## config.mk

```make
export PLATFORM = sky130hd
export DESIGN_NAME = ge2e_delay
export DESIGN_NICKNAME = d
export VERILOG_FILES = /design/src/design/ge2e_delay.sv
export SDC_FILE = /design/constraint.sdc
export NUM_CORES = 1
export LEC_CHECK = 0
export ABC_AREA = 1
export BUFFER_PORTS_ARGS = -buffer_cell sky130_fd_sc_hd__buf_2
export CORE_ASPECT_RATIO = 1.75
export CORE_MARGIN = 2
export CORE_UTILIZATION = 41
export DETAILED_ROUTE_END_ITERATION = 8
export PLACE_DENSITY_LB_ADDON = 0.05
export RECOVER_POWER = 50
export SYNTH_ARGS = -nofsm -noshare
export SYNTH_HDL_FRONTEND = slang
export SYNTH_SLANG_ARGS = --single-unit
export TNS_END_PERCENT = 50
```

## constraint.sdc

```tcl
create_clock -name clk -period 0.8 [get_ports clk]
set_input_delay 0.16 -clock clk [delete_from_list [all_inputs] [get_ports clk]]
set_output_delay 0.16 -clock clk [all_outputs]
set_load 0.02 [all_outputs]
```

## src/design/ge2e_delay.sv

```systemverilog
`default_nettype none
module ge2e_delay #(
  parameter int W = 64,
  parameter int N = 3
) (
  input  logic         clk,
  input  logic         en,
  input  logic [W-1:0] din,
  output logic [W-1:0] dout
);

  logic [W-1:0] sr [0:N-1];

  always_ff @(posedge clk) begin
    if (en) begin
      sr[0] <= din;
      for (int i = 1; i < N; i++) begin
        sr[i] <= sr[i-1];
      end
    end
  end

  assign dout = sr[N-1];

endmodule
`default_nettype wire

```

[Word-level counts from Yosys, hierarchy flattened]
Memories as Yosys holds them, arrays and structs flattened.
Cells that the tools add are included.
W data, S select, Z words.
Word-level totals
  bits in registers: 0
  bits in latches: 0
  memory bits (writable): 192
  bits in read-only memories: 0
  output and inout port bits: 64
  memories kept: 1
Operators by class
  add/sub/neg operators: 0
  $mul: 0
  divide/modulo/power cells: 0
  magnitude comparators: 0
  eq/ne operators: 0
  shift-type cells: 0
  mux-type cells: 2
  bitwise logic cells: 0
  reduce and logical (&&, ||, !) cells: 0
Memories
  sr: depth 3, width 64, rd ports 3, clocked after Yosys merged registers in 0, write ports 3, line 12  | logic [W-1:0] sr [0:N-1];
Operator list (count)
  $mux W1: 2

[Logic depth before layout (Yosys ltp)]
Gate-level depths: netlist (run 1).
  depth in word-level cells: 2
  gate-level depth with buffers: 1
  gate-level depth less buffers: 0

[Worst setup path before layout (run 1)]
No wires, ideal clock.
  path type: register -> output
  start: mem sr[2][0], in the netlist sr[0][128]
  end: out dout[0]
  arrival: 490 ps
  required time: 640 ps
  setup slack: 150 ps
  stages on the path, launching flop included: 2
  path buffers: 1
  cell sequence: edfxtp_1 > buf_4
RTL lines
  start: declaration: line 12
  end: declaration: line 9  | output logic [W-1:0] dout

==> results.md, run 1 <==
* Starting density of the core at 41.9%
* #FFs+latches synth at 192
* Net Count, Synth at 322
* Number of synthesis warnings at 0
* Max reg flops at 192
* DR iter-0 viols at 121
* CP startpoint kind: flip-flop
* Clk pin slew, worst setup/hold paths at 70 ps
* Clock latency on the worst-skew pair at 410 ps
* Clock sink total at 192
* Period Utilization, post-route at 143%
* Sequential Area at 5770 um^2
* Total CTS buffers at 17
* H-tree levels at 4
* Critical path data required time at 640 ps
* Seq/Total Area, Yosys at 92.3%
* Setup Fix Bufs, Post-CTS at 0
* Clock Tree Buf Depth at 2
* CP startpoint: sr[0][175]$_DFFE_PP_
* Critical path capture point type: output pin
* First-pass GRT wire length at 13.9 mm
* RR Startpoint: sr[0][70]$_DFFE_PP_
* Vias at 2,614
* Max cap viols at 0
* Vias in the first global route at 2,750
* CTS tree: yes
* Multi-input logic area at 0 um^2
* Critical path buffers and inverters at 1
* Fmax at 872 MHz
* Fin cells at 616
* Area delta synth->final at 31.5%
* Crit path max-delay family: flip-flops
* Worst rel slew slack at 54.5%
* Final design utilization at 55.1%
* RSZ-0062 raised after global routing: true
* Clk root buf: clkbuf_16
* Pins Over Slew Limit at 0
* Pleak at 3.10 nW
* DRT antenna net count at 0
* Pwr Density at 2600 nW/um^2
* Synth area leader: edfxtp_1
* Num ports at 130
* Mapped Area at 6250 um^2
* Status: finished, violations left
* Setup TNS at -29,230 ps
* Synth top area share at 92.3%
* Synth cell types at 2
* Gr usage total at 11.4%
* Final worst path period need at 1150 ps
* IO Port Bufs at 129
* Final hold viol count at 0
* Largest regs: sr: 192 flops
* Hold Crit Start: sr[0][92]$_DFFE_PP_
* Syn avg cell area at 24.4 um^2
* First-pass iteration count of the detailed router at 4
* Max Clock Skew at 9.73 ps
* Cell count after synthesis at 256
* DP HPWL at 5.74 mm
* Worst hold path class: flip-flop to flip-flop
* Largest Register: sr
* DP Cell Count at 520
* DRC viols at 0
* Critical-path maximum fanout at 1
* Largest stage delay, worst path at 420 ps
* Gpl congestion at 0.661
* Worst setup path category: flip-flop to output pin
* Peak supply drop at 1430 uV
* Arr. time, crit path at 990 ps
* Final count of negative-setup-slack endpoints at 251
* Die Wd at 97.3 um
* Wire per inst at 14.7 um
* Slowest cell on the critical path: edfxtp_1
* Worst slew pin tran at 682 ps
* Pre-CTS setup slack at -178 ps
* Failing checks: setup timing
* Post-Route WL at 9.04 mm
* WHS at 412 ps
* Largest net degree at the start of global routing at 28
* Core footprint at 14,900 um^2
* Initial antenna violation count at 0
* Synth top area cells: edfxtp_1, buf_4
* Final Net Count at 486
* GR Overflow Total at 0
* Antenna diodes at 0
* Core Rows at 59
* Layout cell share with drive strength beyond 1 at 40.6%
* Worst setup margin at -347 ps
* Die Area at 16,300 um^2
* Final-layout fill cell count at 1,212
* Multi-input gates at 0
* Cell chain of the critical path: buf_6
* Drt via density at 4.24
* Die height at 167 um
==> stage by stage <==
step                area [um^2]  total power, mW
floorplan                  6250             12.7
global placement           6820             13.1
detailed placement         6820             13.2
CTS                        8170             21.6
global route               8210             22.2
finish                     8210             21.4
==> logic make-up after synthesis <==
kind of cell,count (synthesis),synth area share (%)
buf+inv,64,7.69
flops,192,92.3
==> final timing paths <==
check                    endpoint  slack (ps)  cells after the start
min          sr[0][156]$_DFFE_PP_         410                      0
max reg2reg  sr[0][134]$_DFFE_PP_         150                      0
max                      dout[47]        -350                      1
min reg2reg  sr[0][156]$_DFFE_PP_         410                      0
==> repair_timing <==
item                                    in CTS  in global routing
gates resized for setup                     42                 18
gates cloned                                 0                  0
endpoints found under the setup margin      64                 64
endpoints found under the hold margin       64                  0
pin swaps                                    0                  0
hold buffers                                64                  0
==> layer usage <==
layer	GRT usage (%)	up-vias	part of all wire [%]
li1	-	1243	-
met2	19.6	80	52
met5	0	-	0
met1	12.3	1281	40
met4	5.74	0	1.8
met3	4.17	10	6.6
==> cell type report <==
type	instances	share of cell area, %
clock buffers	17	5.18
flip-flops and latches	192	70.2
repair buffers	209	20.0
well taps	183	2.79
clock inverters	15	1.81
==> power by group <==
group          internal, mW  switching [mW]
registers              11.9           0.189
clock network          4.40            3.67
logic                 0.616           0.614
total                  16.9            4.47
==> cells in the final DEF, fill, tap and decap left out <==
cell type      instances
clkinv_1               1
dlygate4sd3_1         64
buf_2                 98
clkinv_2               2
clkbuf_16             17
bufinv_16              1
inv_6                  3
clkinv_4               3
buf_12                 4
edfxtp_1             192
buf_4                 12
inv_8                  4
clkinvlp_4             1
clkbuf_2               1
buf_6                 30
==> synthesized netlist by cell type (all sizes together) <==
cell type,instances
edfxtp,192
buf,64
Note: power is estimated with default switching activity, not from simulation.
==> run 2: changes to the inputs <==
--- a/config.mk
+++ b/config.mk
@@ -6,5 +6,4 @@
 export NUM_CORES = 1
 export LEC_CHECK = 0
-export ABC_AREA = 1
 export BUFFER_PORTS_ARGS = -buffer_cell sky130_fd_sc_hd__buf_2
 export CORE_ASPECT_RATIO = 1.75
@@ -14,4 +13,5 @@
 export PLACE_DENSITY_LB_ADDON = 0.05
 export RECOVER_POWER = 50
+export SETUP_SLACK_MARGIN = 0.4
 export SYNTH_ARGS = -nofsm -noshare
 export SYNTH_HDL_FRONTEND = slang
==> constraint.sdc (replaced) <==
create_clock -name clk -period 0.8 [get_ports clk]
set_input_delay 0.16 -clock clk [delete_from_list [all_inputs] [get_ports clk]]
set_output_delay 0.16 -clock clk [all_outputs]
set_load 0.005 [all_outputs]
==> results.md, run 2 (synthesized netlist as in run 1, its figures left out) <==
* Most frequent cells in the layout: edfxtp_1, buf_2, clkbuf_16
* Clk pin slew, worst setup/hold paths at 70 ps (about the same)
* Net Sw Frac at 20.2% (-0.78 points)
* Core footprint at 14,900 um^2 (unchanged)
* Gpl congestion at 0.670 (+1.4%)
* Clock latency on the worst-skew pair at 420 ps (about the same)
* Setup TNS at -23,300 ps (+5930 ps)
* Clock sink total at 192 (unchanged)
* NetSw at 4.09 mW (-8.6%)
* Final count of negative-setup-slack endpoints at 184 (-27%)
* Die height at 167 um (unchanged)
* Final design utilization at 49.0% (-6.1 points)
* Fmax at 898 MHz (+2.9%)
* Sequential power share at 59.5% (+3.0 points)
* WHS at -86.7 ps (-499 ps)
* Critical-path maximum fanout at 1 (unchanged)
* Cell chain of the critical path: buf_2
* GR Overflow Total at 0 (unchanged)
* Layout cell share with drive strength beyond 1 at 45.9% (+5.3 points)
* Crit path max-delay family: flip-flops
* Slowest cell on the critical path: edfxtp_1
* Largest stage delay, worst path at 400 ps (-20 ps)
* Pwr Density at 2780 nW/um^2 (+6.7%)
* Arr. time, crit path at 950 ps (-40 ps)
* Hold depth at 1 (+1)
* DR iter-0 viols at 137 (+13%)
* Clock Tree Buf Depth at 2 (unchanged)
* Final worst path period need at 1110 ps (-32.5 ps)
* Vias in the first global route at 2,449 (-11%)
* First-pass GRT wire length at 13.2 mm (-5.2%)
* DRT antenna net count at 0 (unchanged)
* Max cap viols at 0 (unchanged)
* CP startpoint kind: flip-flop
* Die Area at 16,300 um^2 (unchanged)
* Setup Fix Bufs, Post-CTS at 0 (unchanged)
* Internal power at 16.2 mW (-4.2%)
* Period Utilization, post-route at 139% (-4.1 points)
* WP depth at 1 (unchanged)
* Multi-input gates at 0 (unchanged)
* Drt via density at 4.26 (+0.51%)
* CTS tree: yes
* Core Rows at 59 (unchanged)
* Critical path buffers and inverters at 1 (unchanged)
* Total CTS buffers at 17 (unchanged)
* Critical path data required time at 640 ps (about the same)
* Worst setup path category: flip-flop to output pin
* Starting density of the core at 41.9% (unchanged)
* Worst rel slew slack at 61.9% (+7.4 points)
* Worst slew pin tran at 572 ps (-110 ps)
* Gr usage total at 11.1% (-0.27 points)
* Clk root buf: clkbuf_16
* Critical path capture point type: output pin
* Failing checks: hold timing, setup timing
* Largest Register: sr
* Gate power share at 3.1% (-2.7 points)
* Clock share of power at 37.5% (-0.3 points)
* Largest net degree at the start of global routing at 31 (+11%)
* Wire per inst at 15.8 um (+7.5%)
* Pleak at 2.72 nW (-12%)
* Multi-input logic area at 0 um^2 (unchanged)
* Antenna diodes at 0 (unchanged)
* Peak supply drop at 1510 uV (+5.7%)
* Most common cell after layout, fill and taps aside: edfxtp_1
* Vias at 2,350 (-10%)
* Post-Route WL at 8.69 mm (-3.9%)
* DRC viols at 0 (unchanged)
* R2R depth at 0 (unchanged)
* RSZ-0062 raised after global routing: true
* Final Net Count at 421 (-13%)
* Worst setup margin at -314 ps (+32.5 ps)
* Max reg flops at 192 (unchanged)
* Status: finished, violations left
* Max Clock Skew at 7.29 ps (-2.44 ps)
* Pins Over Slew Limit at 0 (unchanged)
* Area delta synth->final at 16.9%
* Num ports at 130 (unchanged)
* IO Port Bufs at 129 (unchanged)
* Initial antenna violation count at 0 (unchanged)
* Die Wd at 97.3 um (unchanged)
* DP HPWL at 5.85 mm (+1.9%)
* H-tree levels at 4 (unchanged)
* Worst hold path class: input port to flip-flop
* First-pass iteration count of the detailed router at 4 (unchanged)
* Largest regs: sr: 192 flops
* Final hold viol count at 64 (+64)
## run 2: changes by cell type in the layout (fill, tap and decap cells not counted), sizes merged
cell         change
bufinv           -1
clkinvlp         +1
clkinv           -1
buf             -14
dlygate4sd3     -64
clkbuf          +14
## run 2: what timing repair did
item	in CTS	in global routing
resized for setup	15	2
setup endpoints to repair	383	322
endpoints found under the hold margin	64	64
pin swaps	0	0
## run 2: area by class of cell
cell class            count  area [um^2]
Clock buffer             18          429
Clock inverter           14          105
Fill cell              1269         7610
Sequential cell         192         5770
Tap cell                183          229
Timing Repair Buffer    144          773
## run 2: power by group through the flow
stage / sequential (mW) / combinational (mW) / clock [mW]
floorplan: 12.2 / 0.287 / 0
global placement: 12.2 / 0.656 / 0
detailed placement: 12.3 / 0.673 / 0
CTS: 12.1 / 0.722 / 7.87
global route: 12.1 / 0.692 / 8.35
finish: 12.1 / 0.625 / 7.60
## run 2: through the flow
step	hold slack [ps]	setup slack [ps]	total power, mW	instances	area, um^2
after global placement	337	-141	12.9	519	6810
after detailed placement	338	-154	13.0	519	6810
after global routing	-118	-368	21.2	551	7300
after CTS	-108	-349	20.7	551	7420
after floorplan	259	173	12.5	256	6250
final	-86.7	-314	20.3	551	7300
## run 2: worst paths after layout
| check | from | to | slack [ps] |
|---|---|---|---|
| setup / recovery | sr[0][128]$_DFFE_PP_ | dout[0] | -310 |
| hold / removal | din[16] | sr[0][16]$_DFFE_PP_ | -90 |
| setup reg to reg | sr[0][83]$_DFFE_PP_ | sr[0][147]$_DFFE_PP_ | 140 |
| hold reg to reg | sr[0][59]$_DFFE_PP_ | sr[0][123]$_DFFE_PP_ | 410 |
## run 2: layer usage
metal,track usage [%],part of all wire [%]
met1,12.8,39
met4,4.71,1.7
met3,5.72,8.1
met5,0,0
met2,17.5,51
